<file path="src/rtl/gcd_sqrt_cell.sv">
// One digit step of the restoring integer square root, registered outputs.
module gcd_sqrt_cell #(
  parameter int IDX = 0
) (
  input  logic        clk_i,
  input  logic        en_i,
  input  logic [63:0] v_i,
  input  logic [63:0] r_i,
  output logic [63:0] v_o,
  output logic [63:0] r_o
);
  localparam logic [63:0] BIT = 64'd1 << (62 - 2 * IDX);

  logic [63:0] trial;
  logic [63:0] v_d, r_d, v_q, r_q;

  assign trial = r_i + BIT;

  always_comb begin
    if (v_i >= trial) begin
      v_d = v_i - trial;
      r_d = (r_i >> 1) + BIT;
    end else begin
      v_d = v_i;
      r_d = r_i >> 1;
    end
  end

  always_ff @(posedge clk_i) begin
    if (en_i) begin
      v_q <= v_d;
      r_q <= r_d;
    end
  end

  assign v_o = v_q;
  assign r_o = r_q;

endmodule

</file>
<file path="config.mk">
export PLATFORM = sky130hd
export DESIGN_NAME = gcd_sqrt_cell
export DESIGN_NICKNAME = d
export VERILOG_FILES = /design/src/rtl/gcd_sqrt_cell.sv
export SDC_FILE = /design/constraint.sdc
export NUM_CORES = 1
export LEC_CHECK = 0
export ABC_AREA = 1
export BUFFER_PORTS_ARGS = -buffer_cell sky130_fd_sc_hd__buf_4
export CORE_AREA = 3 3 153 155
export DETAILED_ROUTE_END_ITERATION = 7
export DIE_AREA = 0 0 156 158
export PLACE_DENSITY = 0.74
export SYNTH_ARGS = -nofsm -noshare
export SYNTH_HDL_FRONTEND = slang
export SYNTH_SLANG_ARGS = --single-unit
</file>
<file path="constraint.sdc">
create_clock -name clk_i -period 2.8 [get_ports clk_i]
set_input_delay 0.56 -clock clk_i [delete_from_list [all_inputs] [get_ports clk_i]]
set_output_delay 0.56 -clock clk_i [all_outputs]
set_load 0.05 [all_outputs]
</file>
# --- After elaboration in Yosys (flattened, before gate mapping) ---
# Index checks and enable logic that the tools add are counted.
# Widths: inputs -> output; s select.
classes:
  muxes: 2
  n_lt_le_gt_ge: 1
  n_addsub: 3
op_table:
  columns: ["cell", "n"]
  rows:
  - ["$add 63x63->64 const B", 1]
  - ["$add 64x63->64 const B", 1]
  - ["$ge 64x64->1", 1]
  - ["$mux 64", 1]
  - ["$sub 64x64->64", 1]
  - ["$mux 63", 1]
totals:
  output_inout_bits: 128
  regBits: 128
  elab_cells: 9
  in_bits: 130

# --- Depth between registers and ports, before layout ---
depth:
  word_depth: 3
  ltp_mapped: 18
  depth_no_buf: 17

# --- Worst setup path before layout ---
# OpenSTA, ideal clock, no wires.
synth_timing:
  path_kind: "input to register"
  startpoint: "input v_i[0]"
  endpoint: "register v_q[55] (netlist: v_o[55]), data pin"
  required_ns: 2.547
  setup_time_ns: 0.253
  arrival_ns: 2.291
  slack_ns: 0.256
  n_path_buf: 1
  stages: 18
  cell_sequence: "inv_1 -> ha_1 -> fa_1 -> inv_1 -> nand3_1 -> nand2_4 -> nand2_2 -> nand2_2 -> nand2_1 -> nand2_2 -> nand2_2 -> nand3_2 -> nand2_2 -> nand2_4 -> inv_4 -> buf_2 -> nand2_1 -> nand2_1"
synth_via:
  elab_chain_len: 2
  elab_cells_between_ends: 3
  cone_classes: "1 x add/sub; 1 x order compare; 1 x mux"
synth_lines:
  columns: ["item", "line_no", "rtl"]
  rows:
  - ["start: declaration", "7", "input logic [63:0] v_i,"]
  - ["$sub 64x64->64 or $ge 64x64->1 (tied branches)", "21, 20", null]
  - ["$mux 64 (*)", "20", "if (v_i >= trial) begin"]
  - ["net v_d[55]", "15", "logic [63:0] v_d, r_d, v_q, r_q;"]
  - ["end signal: assignment", "31", "v_q <= v_d;"]
  - ["end: declaration", "15", null]
# Mark *: on every way through the listed nets, which the timed path passes. The rest lies on a longest branch.
# A chain may end at the register's enable or synchronous reset.

# --- Worst setup path after layout ---
layout_timing:
  startpoint: "input v_i[11]"
  endpoint: "register v_q[51] (netlist: v_o[51]), data pin"
# Same word-level chain as after synthesis.

==> impl_metrics.csv <==
group,metric,value,unit
run_status,status,"finished with violations",
run_status,violations,"DRC",
finish,drive_gt1_frac,0.198,
synth,synthFlopType,"edfxtp_1",
sta,tightestPinTransition,458,ps
clock_tree,clk_pin_slew,70,ps
synth,syn_nets,1907,
clock_tree,clock_path_buffers,2,
sta,finalCritPeriodShare,0.952,
sta,hold_violations,0,
clock_tree,post_cts_buffers,0,
detailed_routing,via_count,11800,
global_routing,antenna_found_initial,0,
synth,netlist_area,11000,um^2
synth,synth_compound_area_frac,0.0241,
detailed_routing,drt_iter0_markers,998,
power,peakVddDrop,0.364,mV
sta,max_freq,375,MHz
worst_setup_path,crit_path_start_kind,"input pin",
place,dp_hpwl,34500,um
synth,synthArstFlopShare,0,
detailed_routing,wl_per_cell,17.4,um
min_path,worstHoldPathType,"in2reg",
worst_setup_path,cp_slowest_cell,"ha_1",
sta,slew_headroom,0.694,
sta,slew_violations,0,
place,io_buffers,257,
detailed_routing,routed_wl,41100,um
global_routing,grt_usage,0.328,
synth,postSynthCellCount,1712,
worst_setup_path,path_max_fanout,4,
clock_tree,clock-sinks,128,
worst_setup_path,crit_buf_inv,3,
floorplanning,die_w,156,um
worst_setup_path,cpPeakStageDelay,360,ps
place,routabilityCongestion,0.975,
clock_tree,cts_made_buffers,17,
floorplanning,die_area,24600,um^2
detailed_routing,route.detailed.drc,2,
place,dp_cells,2324,
synth,synthSimpleGateAreaFrac,0.376,
floorplanning,floorplan.initialDensity,0.499,
power,power,8190,uW
worst_setup_path,arrival,2860,ps
worst_setup_path,crit_family,"simple AND/OR/NAND/NOR gates",
synth,synth_top_family_by_area,"simple AND/OR/NAND/NOR gates",
global_routing,grt_pass1_wl,61600,um
sta,fin_tns_setup,0,ps
global_routing,grt_pass1_vias,11400,
synth,ys_seq_area_frac,0.351,
sta,rsz0062_at_grt,"no",
job,cap_violations,0,
floorplanning,core,22000,um^2
synth,synth_warnings,0,
clock_tree,post_cts_resized,0,
synth,avgSynthCellArea,6.40,um^2
clock_tree,cts_root_buf,"clkbuf_16",
finish,multi_input_area,5480,um^2
finish,finalNetCount,2258,
detailed_routing,ant_nets,0,
finish,final_common_cell,"nand2_1",
detailed_routing,drtPass1Iterations,7,
sta,final.min_clock_period,2670,ps
floorplanning,io_pins,258,
worst_setup_path,path_cells,"buf_4, ha_1, nand2_1, inv_1, nand2_1, nor2_1, nand4_1, nand3_1, buf_4, nand2_1, nand3_1, nand2_1, nand3_1, nand2_1",
synth,synthAdderAreaFrac,0.0749,
finish,n_antenna_cell,0,
worst_setup_path,end_kind,"flip-flop",
clock_tree,htreeDepth,4,
worst_setup_path,critPathRequiredTime,2990,ps
synth,synth_xor_area_frac,0.0256,
synth,ys_types,29,
finish,post-route-util,0.661,
clock_tree,postCtsHoldBufs,0,
worst_setup_path,crit_type,"in2reg",
synth,ys_ff_latch,128,
finish,final_cells,2356,
power,leakage,0.00846,uW
sta,finalSetupViolations,0,
worst_setup_path,crit_top_cell,"nand2_1",
synth,synth-edff-count,128,
finish,mostFrequentLayoutCells,"762 x nand2_1, 401 x inv_1, 337 x buf_4",
sta,hold_ws,306,ps
floorplanning,die-height,158,um
floorplanning,num_rows,54,
global_routing,grt_overflow,0,
power,powerDensity,564,nW/um^2
clock_tree,cts_tree,"built",
detailed_routing,viasPerCell,5.00,
synth,synth.area.mux_share,0,
finish,nFillCells,1951,
finish,syn2layout_area_growth,32.4,%
global_routing,grt_start_max_net_pins,73,
finish,regArea,3840,um^2
## state kept, by name, summed over array words and instances (netlist names)
name,cells
r_o,64
v_o,64
## cell families after synthesis
group	after synthesis
compound gates	52
xor+xnor	32
fa+ha+maj	65
buf+inv	420
flops	128
simple gates	1015
## worst paths after layout
| kind | cells after the start | endpoint | slack [ps] | start |
|---|---|---|---|---|
| hold / removal | 1 | r_o[2] | 310 | r_i[3] |
| setup / recovery | 14 | v_o[51] | 130 | v_i[11] |
## cell type report
class                           instances  share of cell area
Clock buffer                           18              0.0296
Inverter                              407               0.105
Multi-Input combinational cell       1164               0.378
Clock inverter                         14              0.0124
Timing Repair Buffer                  345               0.185
Sequential cell                       128               0.265
Tap cell                              280              0.0242
## metal layers
layer  GRT usage  vias up  wire length, um
met5           0        -                0
met4      0.0980        0             1150
met3      0.0719       67             3710
met2       0.539      516            18700
met1       0.435     5325            17500
li1            -     5872                -
## metrics by stage
| step | area (um^2) | worst slack (ps) |
|---|---|---|
| floorplan | 11000 | 256 |
| global placement | 13900 | 9.22 |
| detailed placement | 13900 | -88.2 |
| CTS | 14500 | 367 |
| global route | 14500 | 122 |
| finish | 14500 | 134 |
## report_power, final
group	total (uW)	switching, uW	internal [uW]
sequential	2480	78.4	2400
clock	2410	997	1420
combinational	3290	2230	1060
## cell usage after synthesis (2+ instances only)
library cell	number	area, um^2
nand2_1	762	2860
inv_1	401	1510
edfxtp_1	128	3840
nor2_1	112	420
nand3_1	79	395
ha_1	64	801
a21oi_1	43	215
xor2_1	30	263
nand4_1	20	125
nand3_2	11	110
buf_2	8	40.0
nor2_2	7	43.8
nor3_1	7	35.0
o21ai_0	7	35.0
nand2_2	6	37.5
inv_2	5	18.8
buf_6	3	33.8
nor3_2	3	30.0
nor4_1	3	18.8
and2_1	2	12.5
nand2_4	2	22.5
xnor2_1	2	17.5
Power figures use the tool's default switching activity.
