### src/rtl/gcd_pkg.sv
// Shared types, constants and arctangent table functions for the great-circle distance block.
package gcd_pkg;

  typedef logic signed [63:0] q61_t;

  localparam logic signed [31:0] FULL_TURN_HD    = 32'sd754974720;
  localparam logic signed [31:0] HALF_TURN_HD    = 32'sd377487360;
  localparam logic signed [31:0] QUARTER_TURN_HD = 32'sd188743680;
  localparam logic [34:0]        DEG_TO_RAD_Q40  = 35'd19190098069;
  localparam q61_t               GAIN_INV_Q61    = 64'sd1400229934994268173;
  localparam logic [62:0]        Q62_ONE         = 63'd1 << 62;
  localparam logic [23:0]        RADIUS_RESET    = 24'd6366198;
  localparam int                 SQRT_STEPS      = 32;

  // bit-serial long division, used at elaboration only
  function automatic logic [63:0] udiv(input logic [63:0] num, input logic [63:0] den);
    logic [63:0] quo;
    logic [63:0] rem;
    quo = '0;
    rem = '0;
    for (int b = 63; b >= 0; b--) begin
      rem = {rem[62:0], num[b]};
      if (rem >= den) begin
        rem    = rem - den;
        quo[b] = 1'b1;
      end
    end
    return quo;
  endfunction

  // atan(1/n) in Q61 by its Taylor series with floored terms
  function automatic logic [63:0] atan_recip(input logic [63:0] n);
    logic [63:0] p;
    logic [63:0] t;
    logic [63:0] sum;
    p   = udiv(64'd1 << 61, n);
    sum = '0;
    for (int k = 0; k < 40; k++) begin
      if (p != '0) begin
        t = udiv(p, 64'(2 * k + 1));
        if (k[0]) sum = sum - t;
        else      sum = sum + t;
        p = udiv(udiv(p, n), n);
      end
    end
    return sum;
  endfunction

  function automatic q61_t atan_q61(input int i);
    if (i == 0) return $signed(atan_recip(64'd2) + atan_recip(64'd3));
    return $signed(atan_recip(64'd1 << i));
  endfunction

endpackage

### src/rtl/gcd_cordic_cell.sv
// One CORDIC micro-rotation cell, rotation or vectoring mode, registered outputs.
module gcd_cordic_cell #(
  parameter int IDX    = 0,
  parameter bit VECTOR = 1'b0
) (
  input  logic          clk_i,
  input  logic          en_i,
  input  gcd_pkg::q61_t x_i,
  input  gcd_pkg::q61_t y_i,
  input  gcd_pkg::q61_t z_i,
  output gcd_pkg::q61_t x_o,
  output gcd_pkg::q61_t y_o,
  output gcd_pkg::q61_t z_o
);
  import gcd_pkg::*;

  localparam q61_t ATAN = atan_q61(IDX);

  q61_t dx, dy;
  logic up;
  q61_t x_d, y_d, z_d;
  q61_t x_q, y_q, z_q;

  assign dx = y_i >>> IDX;
  assign dy = x_i >>> IDX;
  // rotation steers on z, vectoring on the sign of y
  assign up = VECTOR ? !(!y_i[63] && (y_i != '0)) : !z_i[63];

  always_comb begin
    if (up) begin
      x_d = x_i - dx;
      y_d = y_i + dy;
      z_d = z_i - ATAN;
    end else begin
      x_d = x_i + dx;
      y_d = y_i - dy;
      z_d = z_i + ATAN;
    end
  end

  always_ff @(posedge clk_i) begin
    if (en_i) begin
      x_q <= x_d;
      y_q <= y_d;
      z_q <= z_d;
    end
  end

  assign x_o = x_q;
  assign y_o = y_q;
  assign z_o = z_q;

endmodule

### config.mk
export PLATFORM = sky130hd
export DESIGN_NAME = gcd_cordic_cell
export DESIGN_NICKNAME = d
export VERILOG_FILES = /design/src/rtl/gcd_pkg.sv /design/src/rtl/gcd_cordic_cell.sv
export SDC_FILE = /design/constraint.sdc
export NUM_CORES = 1
export LEC_CHECK = 0
export BUFFER_PORTS_ARGS = -buffer_cell sky130_fd_sc_hd__buf_2
export CAP_MARGIN = 30
export CELL_PAD_IN_SITES_DETAIL_PLACEMENT = 0
export CELL_PAD_IN_SITES_GLOBAL_PLACEMENT = 1
export CORE_MARGIN = 5
export CORE_UTILIZATION = 46
export DETAILED_ROUTE_END_ITERATION = 12
export GPL_TIMING_DRIVEN = 1
export HOLD_SLACK_MARGIN = 0.05
export PLACE_DENSITY = 0.9
export RECOVER_POWER = 50
export SETUP_SLACK_MARGIN = 0.3
export SKIP_LAST_GASP = 1
export SYNTH_ARGS = -nofsm -noshare
export SYNTH_HDL_FRONTEND = slang
export SYNTH_SLANG_ARGS = --single-unit
### constraint.sdc
create_clock -name clk_i -period 10.2 [get_ports clk_i]
set_input_delay 1.53 -clock clk_i [delete_from_list [all_inputs] [get_ports clk_i]]
set_output_delay 1.53 -clock clk_i [all_outputs]
set_load 0.02 [all_outputs]
* Word level (Yosys, flattened, before mapping) *
Index checks and enable logic that the tools add are counted.

operators by class
  $add $sub $neg = 5
  muxes and demuxes = 3

operators with widths
  operator                                                               count
  64-bit 2-to-1 mux                                                      3
  64-bit subtractor                                                      2
  64-bit by 62-bit adder with 64-bit output, second input constant       1
  64-bit adder                                                           1
  64-bit by 62-bit subtractor with 64-bit output, second input constant  1

storage, ports and cells
  register bits after elaboration = 192
  input port bits = 194
  output and inout bits = 192
  logic and storage cells = 11

* Depth between registers and ports, before layout *
  depth after elaboration = 2
  depth in mapped cells = 17

* Worst setup path before layout *
Ideal clock, no wire load.

  kind = input port to flip-flop
  start point = in z_i[63]
  end point = reg z_q[38], in the netlist z_o[38], data pin
  setup time = 0.265 ns
  data arrival time = 5.889 ns
  path slack = 4.046 ns
  stages on the path = 16
  buffers on the path = 3
  cell sequence = clkbuf_1 -> inv_1 -> clkbuf_1 -> buf_1 -> ha_1 -> a211oi_1 -> nor2_1 -> o311ai_1 -> nand2_1 -> a41o_1 -> a31o_2 -> a221oi_2 -> o21ai_1 -> a221oi_1 -> o21ai_0 -> xor2_1

on the way
  cells in the longest elaborated chain, start to end = 1

ends and longest elaborated chain
  item                  line                   source
  start, declared       gcd_cordic_cell.sv:10  input gcd_pkg::q61_t z_i,
  64-bit 2-to-1 mux     gcd_cordic_cell.sv:30  if (up) begin
  via z_d[38]           gcd_cordic_cell.sv:21  q61_t x_d, y_d, z_d;
  end signal, assigned  gcd_cordic_cell.sv:45  z_q <= z_d;
  end, declared         gcd_cordic_cell.sv:22  q61_t x_q, y_q, z_q;

The timed path passes the listed nets, and every way through them passes these cells.
A chain may end at the register's enable or synchronous reset.

* Final worst setup path *
  start point = in z_i[63]
  end point = reg z_q[62], in the netlist z_o[62], data pin

The elaborated chain is that of the path after synthesis.

==> impl_summary.txt <==
----------------------------------------------------
[Outcome]
  Result of the run ... finished, violations left
  Violations in the final reports ... capacitance limit, slew limit

[Power]
  Power density normalized to cell area ... 135.8 mW/mm²
  P_leak ... 0.01004 µW
  IR drop worst, VDD ... 111.4 µV

[Clocking]
  Clock-pin slew reported for the worst setup and hold paths after clock tree synthesis ... 0.07 ns
  Clock buffer count from CTS ... 17
  Count of buffers added by post-CTS timing repair for setup ... 0
  # resized after CTS ... 0
  H-tree Lvls ... 4
  CTS tree ... built
  Clock sinks ... 191
  Clk root buf ... sky130_fd_sc_hd__clkbuf_16
  Number of buffers on the longest clock path ... 2
  Number of buffers added to fix hold violations after cts ... 0

[Final layout]
  Final cell count without fillers ... 3,511
  Number of fill cells ... 4,536
  Most used cells in the layout excluding fill and tap cells ... sky130_fd_sc_hd__a21oi_1 (363), sky130_fd_sc_hd__ha_1 (266), sky130_fd_sc_hd__nor2_1 (209)
  Share of layout cells above drive strength 1 ... 0.09060
  Post-route core utilization ... 0.5245
  Layout overhead on the synthesized area ... 12.34%
  Design Area, Final ... 0.02390 mm²
  Most frequent standard cell in the layout excluding fill and tap cells ... sky130_fd_sc_hd__a21oi_1
  Fin nets ... 3,353

[Place]
  Placer's final routability congestion estimate ... 1.035
  Number of I/O port buffers ... 385
  Placed inst area ... 0.02356 mm²
  Pre-CTS setup slack ... 4.032 ns
  Dpl cells ... 3,470
  HPWL Detailed ... 66,570 µm

[Worst setup path]
  Endpoint required time on the critical path ... 10.52 ns
  Cell-by-cell listing of the critical path ... buf_4 -> clkbuf_1 -> ha_1 -> nand3_1 -> nor2_1 -> o311ai_1 -> a211oi_1 -> a21oi_1 -> o41a_1 -> o21ai_1 -> a211oi_1 -> o31ai_1 -> nor3_1 -> a211oi_1
  Worst Setup Path Type ... in2reg
  Sort of element at the end of the critical path ... flop
  Delay contributed by the slowest stage of the critical path ... 2.20 ns
  Startpoint class of the critical path ... input port
  Slowest stage cell on the critical path ... sky130_fd_sc_hd__clkbuf_1
  Critical path fanouts, max ... 54
  Arrival @ worst endpoint ... 7.52 ns
  Most common cell type on the critical path ... sky130_fd_sc_hd__a211oi_1

[Global routing]
  Remaining global-route overflow ... 0
  First-pass GRT wire length ... 122,700 µm
  Antenna violations before repair ... 12
  Global-route usage over all layers ... 0.3098
  Number of global-route vias before repair ... 20,752
  Largest net degree at the start of global routing ... 77

[Logic synthesis]
  Syn_area_per_cell ... 8.190 µm²
  Cells after Synth ... 2,598
  Synthesized net count ... 3,061
  Area share of the largest cell type after synthesis ... 0.2696
  Yosys warning total ... 0
  Library cell with the largest summed area after synthesis ... sky130_fd_sc_hd__edfxtp_1
  Most common flop cell mapped by yosys ... sky130_fd_sc_hd__edfxtp_1
  Share of synthesized flip-flops with an asynchronous set or reset ... 0
  Number of enable-type register cells in the synthesized netlist ... 191
  Most area-consuming cells after synthesis ... sky130_fd_sc_hd__edfxtp_1 (27%), sky130_fd_sc_hd__ha_1 (16%), sky130_fd_sc_hd__a21oi_1 (8.5%), sky130_fd_sc_hd__xnor2_1 (6.1%), sky130_fd_sc_hd__o21ai_0 (4.0%)
  Share of synthesized area occupied by flip-flops and latches ... 0.2696
  Post-synthesis register bit count ... 191
  Count of cell types in the netlist ... 82
  Post-synthesis instance area ... 0.02128 mm²

[Die]
  Core Area ... 0.04558 mm²
  Initial Utilization ... 0.4669
  Area of the die ... 0.05066 mm²
  Number of top-level design ports ... 386
  Die boundary width ... 225.1 µm
  Std-Cell Rows ... 78
  Die boundary height ... 225.1 µm

[Timing]
  Final number of hold-violating endpoints ... 0
  Final Cycle Share ... 0.7060
  Slew headroom ... -1.490
  Final setup violating endpoints ... 0
  Final WS setup ... 2.999 ns
  Slew Viols, Final ... 176
  Transition time of the tightest slew-check pin ... 3.735 ns
  Unrepaired setup endpoints after global routing ... false
  Minimum clock period after layout ... 7.201 ns
  Peak clock frequency supported by timing ... 0.1389 GHz
  Fin Setup TNS ... 0 ns

[Routing]
  Wirelength, routed ... 82,220 µm
  Number of nets still failing antenna checks after routing ... 0
  Uppermost routed layer ... met5
  Average wire per standard cell ... 23.42 µm
  Drt first-iter violations ... 2,400
  DRC violation count after routing ... 0
  Metal-1 WL ... 35,500 µm
  Drt via density ... 6.201
  Routed wire length on met3 ... 7841 µm
  Routed met2 length ... 35,640 µm
  First drt pass iteration count ... 6
  Vias post-DR ... 21,772

[Hold path]
  Kind of path behind the tightest hold check ... in2reg
  Count of cells along the worst hold path ... 1

[Flow run]
  Max-capacitance violation count ... 3

----------------------------------------------------
state kept, by name, indices dropped and copies added (netlist names):
signal,cells
z_o,64
x_o,63
y_o,64
logic make-up (layout without fill, tap and decap cells):
kind of cell	after synthesis	count (layout)	synth area share
adder cells (fa/ha/maj)	269	269	0.1592
multiplexers	46	46	0.02176
AO/OA/AOI/OAI	909	909	0.2659
XOR/XNOR	182	182	0.07491
buffers and inverters	332	637	0.05945
AND/OR/NAND/NOR	669	669	0.1492
other	0	8	0
flip-flops	191	191	0.2696
layer usage:
metal	up-vias	track usage
met5	-	0
met4	12	0.1200
met3	196	0.06721
met2	1148	0.4723
met1	10374	0.4305
li1	10042	-
synth_stat cells, drive strengths merged (40+ instances only):
library cell,count
a21o,69
a21oi,363
clkbuf,96
edfxtp,191
ha,266
inv,201
mux2i,44
nand2,168
nand3,40
nand4,62
nor2,209
nor3,54
o21ai,177
o21bai,57
xnor2,148
critical path, delay by kind of cell:
family	cells	cell delay, ns
AND/OR/NAND/NOR	3	0.41
buffers and inverters	2	2.49
adder cells (fa/ha/maj)	1	0.43
AO/OA/AOI/OAI	8	2.63
per-stage QoR:
step	total power [µW]	hold WS [ns]
6_report	3245	1.204
5_1_grt	3407	1.179
4_1_cts	3265	1.168
3_5_place_dp	2568	1.710
3_3_place_gp	2565	1.707
2_1_floorplan	2053	1.629
layout make-up:
| class | count | area, µm² | area share |
|---|---|---|---|
| antenna | 8 | 20.02 | 0.0008375 |
| clock buffer | 17 | 425.4 | 0.01780 |
| clock inverter | 15 | 155.1 | 0.006490 |
| inverter | 211 | 794.5 | 0.03324 |
| multi-input combinational | 2075 | 14280 | 0.5973 |
| sequential | 191 | 5736 | 0.2399 |
| tap | 600 | 750.7 | 0.03141 |
| timing repair buffer | 394 | 1745 | 0.07302 |
final timing paths:
kind              slack (ns)      end     from
setup / recovery        3.00  z_o[62]  z_i[63]
hold / removal          1.20   z_o[0]   z_i[0]
where the power goes:
group          switching (µW)  internal [µW]
Combinational             994            457
Sequential               56.4           1050
Clock                     342            344
Power figures use the tool's default switching activity.
